===== config.mk =====
export PLATFORM = sky130hd
export DESIGN_NAME = binary_morphology_3x3_flat
export DESIGN_NICKNAME = d
export VERILOG_FILES = /design/src/sv/bmorph_pkg.sv /design/src/sv/bmorph_if.sv /design/src/sv/bmorph_ctrl.sv /design/src/sv/bmorph_line_store.sv /design/src/sv/bmorph_window.sv /design/src/sv/binary_morphology_3x3.sv /design/src/flat_wrapper.sv
export SDC_FILE = /design/constraint.sdc
export NUM_CORES = 2
export LEC_CHECK = 0
export BUFFER_PORTS_ARGS = -buffer_cell sky130_fd_sc_hd__buf_4
export CAP_MARGIN = 30
export CORE_MARGIN = 2
export CORE_UTILIZATION = 55
export DETAILED_ROUTE_END_ITERATION = 8
export PLACE_DENSITY_LB_ADDON = 0.08
export SETUP_SLACK_MARGIN = 0.1
export SYNTH_ARGS = -nofsm -noshare
export SYNTH_HDL_FRONTEND = slang
export SYNTH_SLANG_ARGS = --single-unit

===== constraint.sdc =====
create_clock -name clk -period 19.4 [get_ports clk]
set_input_delay 3.88 -clock clk [delete_from_list [all_inputs] [get_ports clk]]
set_output_delay 3.88 -clock clk [all_outputs]
set_load 0.05 [all_outputs]

===== src/sv/bmorph_pkg.sv =====
// ----------------------------------------------------------------------------
// bmorph_pkg
// Shared sizes, register codes and stage descriptor of the 3x3 binary
// morphology block.
// ----------------------------------------------------------------------------
package bmorph_pkg;

    localparam int MAX_WIDTH  = 1024;
    localparam int MAX_HEIGHT = 4096;

    // column index into the line store, row counter runs to height + 1
    localparam int COL_W = $clog2(MAX_WIDTH);
    localparam int ROW_W = $clog2(MAX_HEIGHT + 2);

    // register field widths
    localparam int FW_W       = 11;
    localparam int FH_W       = 13;
    localparam int YX_W       = FH_W + 1;
    localparam int CFG_DATA_W = 13;
    localparam int CFG_IDX_W  = 2;

    localparam logic [FW_W-1:0] FW_RESET = FW_W'(1024);
    localparam logic [FH_W-1:0] FH_RESET = FH_W'(1024);
    localparam logic [FW_W-1:0] FW_MAX   = FW_W'(MAX_WIDTH);
    localparam logic [FH_W-1:0] FH_MAX   = FH_W'(MAX_HEIGHT);

    typedef enum logic [CFG_IDX_W-1:0] {
        CFG_FRAME_WIDTH  = 2'd0,
        CFG_FRAME_HEIGHT = 2'd1,
        CFG_MORPH_MODE   = 2'd2
    } cfg_idx_t;

    // one pixel slot on its way from the input register to the window
    typedef struct packed {
        logic             pix;
        logic [COL_W-1:0] col;
        logic             wrap;
        logic             emit;
        logic             top_ok;
        logic             bot_ok;
        logic             left_ok;
        logic             last;
    } stage_t;

endpackage


===== src/sv/bmorph_if.sv =====
// ----------------------------------------------------------------------------
// bmorph_in_if / bmorph_out_if
// Valid/ready stream channels for pixel items and result items.
// ----------------------------------------------------------------------------
interface bmorph_in_if;
    logic valid;
    logic ready;
    logic op;
    logic pixel_in;

    modport source (output valid, output op, output pixel_in, input ready);
    modport sink   (input valid, input op, input pixel_in, output ready);
endinterface

interface bmorph_out_if;
    logic valid;
    logic ready;
    logic pixel_out;
    logic last_of_frame;

    modport source (output valid, output pixel_out, output last_of_frame, input ready);
    modport sink   (input valid, input pixel_out, input last_of_frame, output ready);
endinterface


===== src/sv/bmorph_ctrl.sv =====
// ----------------------------------------------------------------------------
// bmorph_ctrl
// Configuration registers, raster position counters and the input stage
// register that feeds the window.
// ----------------------------------------------------------------------------
module bmorph_ctrl (
    input  logic                             clk,
    input  logic                             rst_n,
    input  logic                             cfg_we,
    input  logic [bmorph_pkg::CFG_IDX_W-1:0]  cfg_idx,
    input  logic [bmorph_pkg::CFG_DATA_W-1:0] cfg_data,
    input  logic                             in_valid,
    input  logic                             in_op,
    input  logic                             in_pix,
    output logic                             in_ready,
    input  logic                             s1_adv,
    output logic                             enter,
    output logic [bmorph_pkg::COL_W-1:0]      rd_addr,
    output logic                             s1_valid,
    output bmorph_pkg::stage_t               s1_desc,
    output logic                             mode
);
    import bmorph_pkg::*;

    logic [FW_W-1:0]  fw_reg, fw_next;
    logic [FH_W-1:0]  fh_reg, fh_next;
    logic             mode_reg, mode_next;
    logic [COL_W-1:0] col_reg, col_next;
    logic [ROW_W-1:0] row_reg, row_next;
    logic             s1_valid_reg, s1_valid_next;
    stage_t           s1_desc_reg, s1_desc_next;

    logic [FW_W-1:0]  eff_w;
    logic [FH_W-1:0]  eff_h;
    logic [YX_W-1:0]  eh;
    logic [YX_W-1:0]  h_p1;
    logic [YX_W-1:0]  y_x;
    logic [FW_W-1:0]  x_p1;
    logic [COL_W-1:0] col_cur;
    logic [ROW_W-1:0] row_cur;
    logic             accept;
    logic             flush;
    logic             drop;

    // sizes out of range saturate
    always_comb
    begin
        if (fw_reg == '0)
            eff_w = FW_W'(1);
        else if (fw_reg > FW_MAX)
            eff_w = FW_MAX;
        else
            eff_w = fw_reg;
        if (fh_reg == '0)
            eff_h = FH_W'(1);
        else if (fh_reg > FH_MAX)
            eff_h = FH_MAX;
        else
            eff_h = fh_reg;
    end

    assign eh   = {1'b0, eff_h};
    assign h_p1 = eh + YX_W'(1);

    always_comb
    begin
        if ((FW_W'(col_reg) >= eff_w) || (YX_W'(row_reg) > h_p1))
        begin
            col_cur = '0;
            row_cur = '0;
        end
        else
        begin
            col_cur = col_reg;
            row_cur = row_reg;
        end
    end

    assign y_x      = YX_W'(row_cur);
    assign x_p1     = FW_W'(col_cur) + FW_W'(1);
    assign in_ready = !s1_valid_reg || s1_adv;
    assign accept   = in_valid && in_ready;
    assign flush    = (y_x >= eh);
    // a flush word inside the frame is swallowed without effect
    assign drop     = in_op && !flush;
    assign enter    = accept && !drop;
    assign rd_addr  = col_cur;

    always_comb
    begin
        s1_desc_next.pix  = flush ? 1'b0 : in_pix;
        s1_desc_next.col  = col_cur;
        s1_desc_next.wrap = (col_cur == '0);
        if (col_cur == '0)
        begin
            // center is the last column of the row two back
            s1_desc_next.emit    = (y_x >= YX_W'(2)) && (y_x <= h_p1);
            s1_desc_next.top_ok  = (y_x >= YX_W'(3));
            s1_desc_next.bot_ok  = (y_x <= eh);
            s1_desc_next.left_ok = (eff_w >= FW_W'(2));
            s1_desc_next.last    = (y_x == h_p1);
        end
        else
        begin
            s1_desc_next.emit    = (y_x >= YX_W'(1)) && (y_x <= eh);
            s1_desc_next.top_ok  = (y_x >= YX_W'(2));
            s1_desc_next.bot_ok  = (y_x < eh);
            s1_desc_next.left_ok = (col_cur >= COL_W'(2));
            s1_desc_next.last    = 1'b0;
        end
    end

    always_comb
    begin
        fw_next   = fw_reg;
        fh_next   = fh_reg;
        mode_next = mode_reg;
        col_next  = col_reg;
        row_next  = row_reg;
        if (cfg_we)
        begin
            case (cfg_idx)
                CFG_FRAME_WIDTH:
                begin
                    fw_next  = cfg_data[FW_W-1:0];
                    col_next = '0;
                    row_next = '0;
                end
                CFG_FRAME_HEIGHT:
                begin
                    fh_next  = cfg_data[FH_W-1:0];
                    col_next = '0;
                    row_next = '0;
                end
                CFG_MORPH_MODE:
                begin
                    mode_next = cfg_data[0];
                end
                default:
                begin
                    mode_next = mode_reg;
                end
            endcase
        end
        else if (accept)
        begin
            col_next = col_cur;
            row_next = row_cur;
            if (!drop)
            begin
                if (y_x == h_p1)
                begin
                    col_next = '0;
                    row_next = '0;
                end
                else if (x_p1 >= eff_w)
                begin
                    col_next = '0;
                    row_next = row_cur + ROW_W'(1);
                end
                else
                begin
                    col_next = x_p1[COL_W-1:0];
                end
            end
        end
    end

    always_comb
    begin
        if (enter)
            s1_valid_next = 1'b1;
        else if (s1_adv)
            s1_valid_next = 1'b0;
        else
            s1_valid_next = s1_valid_reg;
    end

    always_ff @(posedge clk or negedge rst_n)
    begin
        if (!rst_n)
        begin
            fw_reg       <= FW_RESET;
            fh_reg       <= FH_RESET;
            mode_reg     <= 1'b0;
            col_reg      <= '0;
            row_reg      <= '0;
            s1_valid_reg <= 1'b0;
        end
        else
        begin
            fw_reg       <= fw_next;
            fh_reg       <= fh_next;
            mode_reg     <= mode_next;
            col_reg      <= col_next;
            row_reg      <= row_next;
            s1_valid_reg <= s1_valid_next;
        end
    end

    always_ff @(posedge clk)
    begin
        if (enter)
            s1_desc_reg <= s1_desc_next;
    end

    assign s1_valid = s1_valid_reg;
    assign s1_desc  = s1_desc_reg;
    assign mode     = mode_reg;

endmodule


===== src/sv/bmorph_line_store.sv =====
// ----------------------------------------------------------------------------
// bmorph_line_store
// Two line stores packed as one 2-bit wide memory, registered read with
// forwarding of a write to the same column in the same cycle.
// ----------------------------------------------------------------------------
module bmorph_line_store (
    input  logic                        clk,
    input  logic                        rst_n,
    input  logic                        rd_en,
    input  logic [bmorph_pkg::COL_W-1:0] rd_addr,
    input  logic                        wr_en,
    input  logic [bmorph_pkg::COL_W-1:0] wr_addr,
    input  logic                        wr_pix,
    output logic                        upper,
    output logic                        lower
);
    import bmorph_pkg::*;

    // bit 1 row two back, bit 0 row one back
    logic [1:0] mem [MAX_WIDTH];
    logic [1:0] rd_reg;
    logic [1:0] fwd_data_reg;
    logic       fwd_reg, fwd_next;
    logic [1:0] rd_eff;
    logic [1:0] wr_data;

    assign rd_eff  = fwd_reg ? fwd_data_reg : rd_reg;
    assign wr_data = {rd_eff[0], wr_pix};
    assign upper   = rd_eff[1];
    assign lower   = rd_eff[0];

    always_comb
    begin
        if (rd_en)
            fwd_next = wr_en && (wr_addr == rd_addr);
        else
            fwd_next = fwd_reg;
    end

    always_ff @(posedge clk)
    begin
        if (wr_en)
            mem[wr_addr] <= wr_data;
        if (rd_en)
        begin
            rd_reg       <= mem[rd_addr];
            fwd_data_reg <= wr_data;
        end
    end

    always_ff @(posedge clk or negedge rst_n)
    begin
        if (!rst_n)
            fwd_reg <= 1'b0;
        else
            fwd_reg <= fwd_next;
    end

endmodule


===== src/sv/bmorph_window.sv =====
// ----------------------------------------------------------------------------
// bmorph_window
// 3x3 window shift register, erosion / dilation kernel and result register.
// ----------------------------------------------------------------------------
module bmorph_window (
    input  logic               clk,
    input  logic               rst_n,
    input  logic               s1_valid,
    input  bmorph_pkg::stage_t s1_desc,
    input  logic               upper,
    input  logic               lower,
    input  logic               mode,
    output logic               s1_adv,
    bmorph_out_if.source       res
);
    import bmorph_pkg::*;

    logic [8:0] window_reg, window_next;
    logic       out_valid_reg, out_valid_next;
    logic       pix_reg;
    logic       last_reg;

    logic [8:0] win;
    logic [2:0] col_l, col_c, col_r;
    logic [2:0] row_mask;
    logic       cval;
    logic       diff;
    logic       result;

    assign s1_adv      = s1_valid && (!out_valid_reg || res.ready);
    assign window_next = {s1_desc.pix, lower, upper, window_reg[8:3]};

    // at the start of a row the center sits in the window before the shift
    assign win   = s1_desc.wrap ? window_reg : window_next;
    assign col_l = s1_desc.wrap ? win[5:3] : win[2:0];
    assign col_c = s1_desc.wrap ? win[8:6] : win[5:3];
    assign col_r = win[8:6];

    assign row_mask = {s1_desc.bot_ok, 1'b1, s1_desc.top_ok};
    assign cval     = col_c[1];

    assign diff = (|((col_l ^ {3{cval}}) & row_mask & {3{s1_desc.left_ok}}))
                | (|((col_c ^ {3{cval}}) & row_mask))
                | (|((col_r ^ {3{cval}}) & row_mask & {3{!s1_desc.wrap}}));

    assign result = diff ? mode : cval;

    always_comb
    begin
        if (s1_adv)
            out_valid_next = s1_desc.emit;
        else if (res.ready)
            out_valid_next = 1'b0;
        else
            out_valid_next = out_valid_reg;
    end

    always_ff @(posedge clk or negedge rst_n)
    begin
        if (!rst_n)
        begin
            window_reg    <= '0;
            out_valid_reg <= 1'b0;
        end
        else
        begin
            if (s1_adv)
                window_reg <= window_next;
            out_valid_reg <= out_valid_next;
        end
    end

    always_ff @(posedge clk)
    begin
        if (s1_adv)
        begin
            pix_reg  <= result;
            last_reg <= s1_desc.last;
        end
    end

    assign res.valid         = out_valid_reg;
    assign res.pixel_out     = pix_reg;
    assign res.last_of_frame = last_reg;

endmodule


===== src/sv/binary_morphology_3x3.sv =====
// ----------------------------------------------------------------------------
// binary_morphology_3x3
// 3x3 binary erosion / dilation over a raster pixel stream.
// ----------------------------------------------------------------------------
//  channel   dir   handshake     payload
//  pixels    in    valid/ready   op, pixel_in
//  results   out   valid/ready   pixel_out, last_of_frame
//  cfg       in    cfg_we        cfg_idx, cfg_data
//
//  one word per clock sustained while results are taken; a word passes the input
//  stage (line store read) and then the window stage before its result shows.
//  results lag their pixel by one row plus one pixel; width + 1 flush words
//  after the last pixel drain the frame tail.
//  reset clears counters, window and valids; line store contents are not
//  cleared, stale entries only ever land on masked neighbours.
//  a stalled result holds the window stage, which then holds pixels.ready low.
// ----------------------------------------------------------------------------
module binary_morphology_3x3 (
    input  logic                             clk,
    input  logic                             rst_n,
    input  logic                             cfg_we,
    input  logic [bmorph_pkg::CFG_IDX_W-1:0]  cfg_idx,
    input  logic [bmorph_pkg::CFG_DATA_W-1:0] cfg_data,
    bmorph_in_if.sink                        pixels,
    bmorph_out_if.source                     results
);
    import bmorph_pkg::*;

    logic             s1_adv;
    logic             enter;
    logic [COL_W-1:0] rd_addr;
    logic             s1_valid;
    stage_t           s1_desc;
    logic             mode;
    logic             upper;
    logic             lower;

    bmorph_ctrl u_ctrl (
        .clk      (clk),
        .rst_n    (rst_n),
        .cfg_we   (cfg_we),
        .cfg_idx  (cfg_idx),
        .cfg_data (cfg_data),
        .in_valid (pixels.valid),
        .in_op    (pixels.op),
        .in_pix   (pixels.pixel_in),
        .in_ready (pixels.ready),
        .s1_adv   (s1_adv),
        .enter    (enter),
        .rd_addr  (rd_addr),
        .s1_valid (s1_valid),
        .s1_desc  (s1_desc),
        .mode     (mode)
    );

    bmorph_line_store u_line_store (
        .clk     (clk),
        .rst_n   (rst_n),
        .rd_en   (enter),
        .rd_addr (rd_addr),
        .wr_en   (s1_adv),
        .wr_addr (s1_desc.col),
        .wr_pix  (s1_desc.pix),
        .upper   (upper),
        .lower   (lower)
    );

    bmorph_window u_window (
        .clk      (clk),
        .rst_n    (rst_n),
        .s1_valid (s1_valid),
        .s1_desc  (s1_desc),
        .upper    (upper),
        .lower    (lower),
        .mode     (mode),
        .s1_adv   (s1_adv),
        .res      (results)
    );

    // a stalled result must freeze the window stage
    a_stall_holds_window: assert property (@(posedge clk) disable iff (!rst_n)
        results.valid && !results.ready |-> !s1_adv)
        else $error("window stage advanced under a stalled result");

    // an occupied, stuck window stage takes no new word
    a_no_overrun: assert property (@(posedge clk) disable iff (!rst_n)
        s1_valid && !s1_adv |-> !enter)
        else $error("input stage overwritten while occupied");

    // each advance yields a result exactly when the slot was marked to emit
    a_emit_follows: assert property (@(posedge clk) disable iff (!rst_n)
        s1_adv |=> results.valid == $past(s1_desc.emit))
        else $error("result valid does not match emitted slot");

endmodule

===== src/flat_wrapper.sv =====
// flat-port wrapper written by rule: the top's interface ports become plain ports
module binary_morphology_3x3_flat import bmorph_pkg::*;
  (clk, rst_n, cfg_we, cfg_idx, cfg_data, pixels_valid, pixels_op, pixels_pixel_in, pixels_ready, results_valid, results_pixel_out, results_last_of_frame, results_ready);
  bmorph_in_if pixels_i ();
  bmorph_out_if results_i ();
  input  logic clk;
  input  logic rst_n;
  input  logic cfg_we;
  input  logic [bmorph_pkg::CFG_IDX_W-1:0] cfg_idx;
  input  logic [bmorph_pkg::CFG_DATA_W-1:0] cfg_data;
  input wire logic [$bits(pixels_i.valid)-1:0] pixels_valid;
  input wire logic [$bits(pixels_i.op)-1:0] pixels_op;
  input wire logic [$bits(pixels_i.pixel_in)-1:0] pixels_pixel_in;
  output wire logic [$bits(pixels_i.ready)-1:0] pixels_ready;
  output wire logic [$bits(results_i.valid)-1:0] results_valid;
  output wire logic [$bits(results_i.pixel_out)-1:0] results_pixel_out;
  output wire logic [$bits(results_i.last_of_frame)-1:0] results_last_of_frame;
  input wire logic [$bits(results_i.ready)-1:0] results_ready;
  assign pixels_i.valid = pixels_valid;
  assign pixels_i.op = pixels_op;
  assign pixels_i.pixel_in = pixels_pixel_in;
  assign pixels_ready = pixels_i.ready;
  assign results_valid = results_i.valid;
  assign results_pixel_out = results_i.pixel_out;
  assign results_last_of_frame = results_i.last_of_frame;
  assign results_i.ready = results_ready;
  binary_morphology_3x3 u_core (.clk(clk), .rst_n(rst_n), .cfg_we(cfg_we), .cfg_idx(cfg_idx), .cfg_data(cfg_data), .pixels(pixels_i), .results(results_i));
endmodule

After elaboration in Yosys (flattened, before gate mapping). Memory sizes are Yosys's and may differ from the RTL's. A register that Yosys moved wholly into a read port is not among the register bits. Cells that the tools add are included.

$add $sub $neg: 3. Eq/ne operators: 5. Multiplexer cells: 30. Bitwise logic cells: 10. Reductions and logical operators: 30. Order comparisons: 14.

Operator list (number): $mux 13 (9); $mux 10 (7); $ge 13x2->1 const B (2); $mux 11 (2); $and 3x3->3 (5); $add 13x1->14 const B (1); $eq 13x14->1 (1); $gt 13x14->1 (1); $le 13x14->1 (1); $add 13x1->13 const B (1); $ge 13x1->1 const B (1); $ge 13x13->1 (1); $gt 13x13->1 const B (1); $le 13x13->1 (1); $logic_not 13->1 (1); $lt 13x13->1 (1); $add 10x1->11 const B (1); $ge 10x11->1 (1); $ge 11x11->1 (1); $ge 11x2->1 const B (1); $gt 11x11->1 const B (1); $logic_not 11->1 (1); $eq 10x10->1 (1); $ge 10x2->1 const B (1); 19 further kinds (48).

Flip-flop bits (word level): 81. Memories kept: 1. Word-level logic and storage cells: 113. Output and inout bits: 4. Bits of input ports: 22. Memory bits (writable): 2048.

Memories: u_core.u_line_store.mem (depth 1024, bits a word 2, rd ports 1, clocked after memory_dff 1, write ports 1, line bmorph_line_store.sv:20) `logic [1:0] mem [MAX_WIDTH];`.

Longest topological paths before layout.
Depth after elaboration: 14. Gate-level depth with buffers: 37. Mapped depth without buffers: 30.

By module. From an unflattened synthesis, not the netlist that was laid out.

Cell total of the unflattened synthesis: 5503. Area total of the unflattened synthesis: 90122.7 sq um.

By module, submodules not included: bmorph_line_store (area each 84215.8 sq um, sequential area each 61644.1 sq um, instances 1, cells an instance 4844); bmorph_ctrl (area each 5464.0 sq um, sequential area each 1739.2 sq um, instances 1, cells an instance 621); bmorph_window (area each 442.9 sq um, sequential area each 235.2 sq um, instances 1, cells an instance 38).

Worst setup path before layout. OpenSTA, ideal clock, no wires.

Path kind: flip-flop to flip-flop. Start point: reg u_core.u_ctrl.s1_desc_reg, in the netlist u_core.u_ctrl.s1_desc[16]. End point: reg u_core.u_line_store.fwd_data_reg[0] (data pin). Slack: 4663 ps. Setup time: 2679 ps. Cell stages (with the launch flop): 1. Required time: 16721 ps. Path buffers: 0. Clock period less this slack: 14737 ps. Arrival: 12058 ps. Cells stage by stage: edfxtp_1.

RTL lines: from (decl) (line bmorph_ctrl.sv:31) `stage_t s1_desc_reg, s1_desc_next;`; from (signal assigned) (line bmorph_ctrl.sv:204) `s1_desc_reg <= s1_desc_next;`; to (signal assigned) (line bmorph_line_store.sv:47) `fwd_data_reg <= wr_data;`; to (decl) (line bmorph_line_store.sv:22) `logic [1:0] fwd_data_reg;`.

No word-level cell between the ends.

Final worst setup path.
Start point: reg u_core.u_ctrl.fh_reg[6]. End point: reg u_core.u_line_store.rd_reg[1], read port of u_core.u_line_store.mem (data pin).

Longest elaborated chain between the ends: 12. Elaborated cells on any way between the ends: 14. Classes of those cells: 1 x add/sub; 3 x order compare; 4 x mux; 6 x reduce/logical.

RTL lines: from (decl) (line bmorph_ctrl.sv:26) `logic [FH_W-1:0] fh_reg, fh_next;`; from (signal assigned) (line bmorph_ctrl.sv:193) `fh_reg <= fh_next;`; $gt 13x13->1 (line bmorph_ctrl.sv:56) `else if (fh_reg > FH_MAX)`; $mux 13 (line bmorph_ctrl.sv:56); $mux 13 * (line bmorph_ctrl.sv:54) `if (fh_reg == '0)`; $add 13x1->14 (line bmorph_ctrl.sv:63) `assign h_p1 = eh + YX_W'(1);`; $gt 13x14->1 (line bmorph_ctrl.sv:67) `if ((FW_W'(col_reg) >= eff_w) || (YX_W'(row_reg) > h_p1))`; $logic_or 1x1->1 (line bmorph_ctrl.sv:67); $mux 13 (line bmorph_ctrl.sv:67); $ge 13x13->1 (line bmorph_ctrl.sv:83) `assign flush = (y_x >= eh);`; $logic_not 1->1 (line bmorph_ctrl.sv:85) `assign drop = in_op && !flush;`; $logic_and 1x1->1 (line bmorph_ctrl.sv:85); $logic_not 1->1; $logic_and 1x1->1 (line bmorph_ctrl.sv:86) `assign enter = accept && !drop;`; to (decl) (line bmorph_line_store.sv:21) `logic [1:0] rd_reg;`.

Mark *: on every way between the ends. The rest lies on a longest branch, timed or not. A chain may end at the register's enable or synchronous reset.

==> metrics.txt <==
Die X=409 µm; first-pass GRT wire length=466 mm; final layout net count=6777; number of vias per cell=7.07; setup repair after global routing missed its margin=false; setup TNS=0 ns; period utilisation layout=0.492; Avg Synthesized Cell Area=13.3 µm²; synth warn=0; Design Power=12.6 mW; Mapped Nets=6837; Resized cells post-CTS=0; Final Hold Viols=0; vias in the first global route=60.4k; Synth top area share=0.690; reg2reg setup slack=9.85 ns; leak pwr=31.3 nW; Placed Area=93300 µm²; fillers=12.5k; Hold Path Class=reg -> reg; startpoint class of the critical path=flop; worst slew pin tran=1.23 ns; H-tree depth=4; drt total wl=336 mm; Hold Buf Count CTS=0; fraction of registers with async set/reset=0.0268; clk buf depth=3; PD cells=125 nW/µm²; Antenna Nets Post-Route=0; io pins=26; P&R area growth vs syn=11.2%; top post-synthesis cells by count=edfxtp_1, nor2_1, nand2_1, clkbuf_1, mux2i_1; sequential share of the synthesized area=0.706; worst vdd ir=121 µV; GR Overflow Total=0; Clk Latency, worst-skew pair=0.88 ns; FF/Latch Area=63600 µm²; max reg flops=2048; clk_skew=0.0324 ns; count of final setup violators=0; fin crit period=9.55 ns; initial antenna violation count=30; Setup CP Type=reg -> reg; CTS buffer count=212; layout cell share with drive strength beyond 1=0.116; final RePlAce weighted congestion=0.974; Post CTS Setup Buffer Count=0; IO buf count=25; fmax=105 MHz; clk slew on worst S/H paths=0.06 ns; Global Route Usage Sum=0.397; #FFs+latches synth=2128; most numerous cell in the Yosys netlist=edfxtp_1; Finished Core Util=0.616; Max-cap violations=0; Rel. slew slack=0.179; synth top area cells=edfxtp_1, nor2_1, mux2i_1; DP HPWL=199 mm; row cnt=148; Root Driver=clkbuf_16; post-synth cell types=90; Syn Std Cell Area=90100 µm²; Design Area, Final=100000 µm²; cell accounting for the most synthesized area=edfxtp_1; largest fanout on the critical path=29; initial drt markers=12.6k; status=completed; Post-Synthesis Cells=6751; wire per inst=37.0 µm; Die Height=409 µm; clk sinks=2128; main flop type after synthesis=edfxtp_1; CP arrival=10.22 ns; die area=167000 µm²; EDFF count, synth=2071; TritonCTS clock tree=built; DR DRC count=0; routed via count=64.1k; fin. max-slew vios=0; CP endpoint kind=flop; Multi-input gate area=24500 µm²; largest net degree at the start of global routing=250; Pre-antenna DRT Iters=8; Starting Density=0.553; Critical Path RT=20.07 ns; core area=163000 µm²
-- worst max-delay path, cell delays in order (launching register included) --
cell and delay [ns]:
dfrtp_1 0.44, nor4_1 0.29, a31oi_1 0.13, nor2_1 0.20, ha_1 0.22, nand3_1 0.13
nor2_1 0.26, nand4_1 0.16, xnor2_1 0.28, ha_1 0.30, o21a_1 0.10, o21ai_0 0.25
nand2_1 0.11, o31ai_2 0.63, a32o_4 0.61, buf_4 0.35, nand2_2 0.31, buf_4 0.42
inv_2 0.31, buf_4 0.72, nand2_1 0.95, nor4_1 0.84, a211oi_1 0.27, o311a_1 0.25
a31o_2 0.28, o221a_2 0.33, o32ai_1 0.13
-- where the power goes --
part	internal [mW]	total (mW)	switching (mW)
Sequential	5.23	5.29	0.0568
Clock	2.28	4.06	1.78
Combinational	0.823	3.22	2.39
-- cell usage in the layout (no fill, tap or decap), types with 18 or more instances in the layout --
cell,instances
clkinv_1,63
mux2i_1,274
a31oi_1,75
nand3_1,79
a2111oi_0,25
a22oi_1,22
o211ai_1,29
bufinv_16,19
nor3_1,79
a221oi_1,24
nor2_1,1212
and2_1,19
a2bb2oi_1,19
mux2_2,89
inv_1,39
o21a_1,21
edfxtp_1,2071
clkinv_2,32
o221ai_1,133
o21ai_0,271
a211oi_1,93
a21oi_1,191
a211o_1,19
clkbuf_1,51
mux4_2,60
nand2_1,576
ha_1,64
nor4_1,37
nand2_2,18
buf_4,222
nand4_1,24
xnor2_1,28
clkbuf_16,214
dfrtp_1,52
nand3_2,20
nor2b_1,25
o22ai_1,151
and3_1,73
-- per-layer routing --
| metal | vias up | part of all wire | GRT usage |
|---|---|---|---|
| li1 | 25600 | - | - |
| met1 | 32100 | 0.36 | 0.537 |
| met2 | 5300 | 0.43 | 0.573 |
| met3 | 1113 | 0.15 | 0.131 |
| met4 | 40 | 0.063 | 0.209 |
| met5 | - | 0.0013 | 0.000862 |
-- through the flow --
stage / cells / setup WS, ns / hold slack, ns
after floorplan: 6751 / 4.66 / 0.400
after global placement: 8619 / 10.33 / 0.404
after detailed placement: 8647 / 10.39 / 0.419
after CTS: 9040 / 10.34 / 0.419
after global routing: 9046 / 9.60 / 0.432
final: 9062 / 9.85 / 0.419
-- path summary, 6_finish.rpt --
kind,end,from,cells after the start
max in group asynchronous,u_core.u_ctrl.col_reg[0],rst_n,1
worst max register to register,u_core.u_line_store.rd_reg[1],u_core.u_ctrl.fh_reg[6],26
worst min-delay path,u_core.u_window.res.last_of_frame,u_core.u_ctrl.s1_desc[0],0
worst min register to register,u_core.u_window.res.last_of_frame,u_core.u_ctrl.s1_desc[0],0
min in group asynchronous,u_core.u_ctrl.fh_reg[12],rst_n,1
worst max-delay path,u_core.u_line_store.rd_reg[1],u_core.u_ctrl.fh_reg[6],26
-- kinds of logic (layout without fill, tap and decap cells) --
family	after synthesis	after routing	share of synthesized area
and+or+nand+nor	2242	2242	0.103
DFF	2128	2128	0.706
AOI/OAI and AO/OA	1279	1279	0.0971
buffers and inverters	585	704	0.0248
muxes	423	423	0.0566
adders and majority gates	65	65	0.00900
xor gates and xnor gates	29	29	0.00282
other	0	17	0
-- area by class of cell --
class                   count  area share
flip-flops and latches   2128       0.635
multi-input cells        4038       0.245
repair buffers            261      0.0230
clock buffers             265      0.0554
clock inverters           128      0.0120
inverters                  50     0.00209
diodes                     17    0.000425
well taps                2175      0.0272
(Power assumes the default switching activity.)
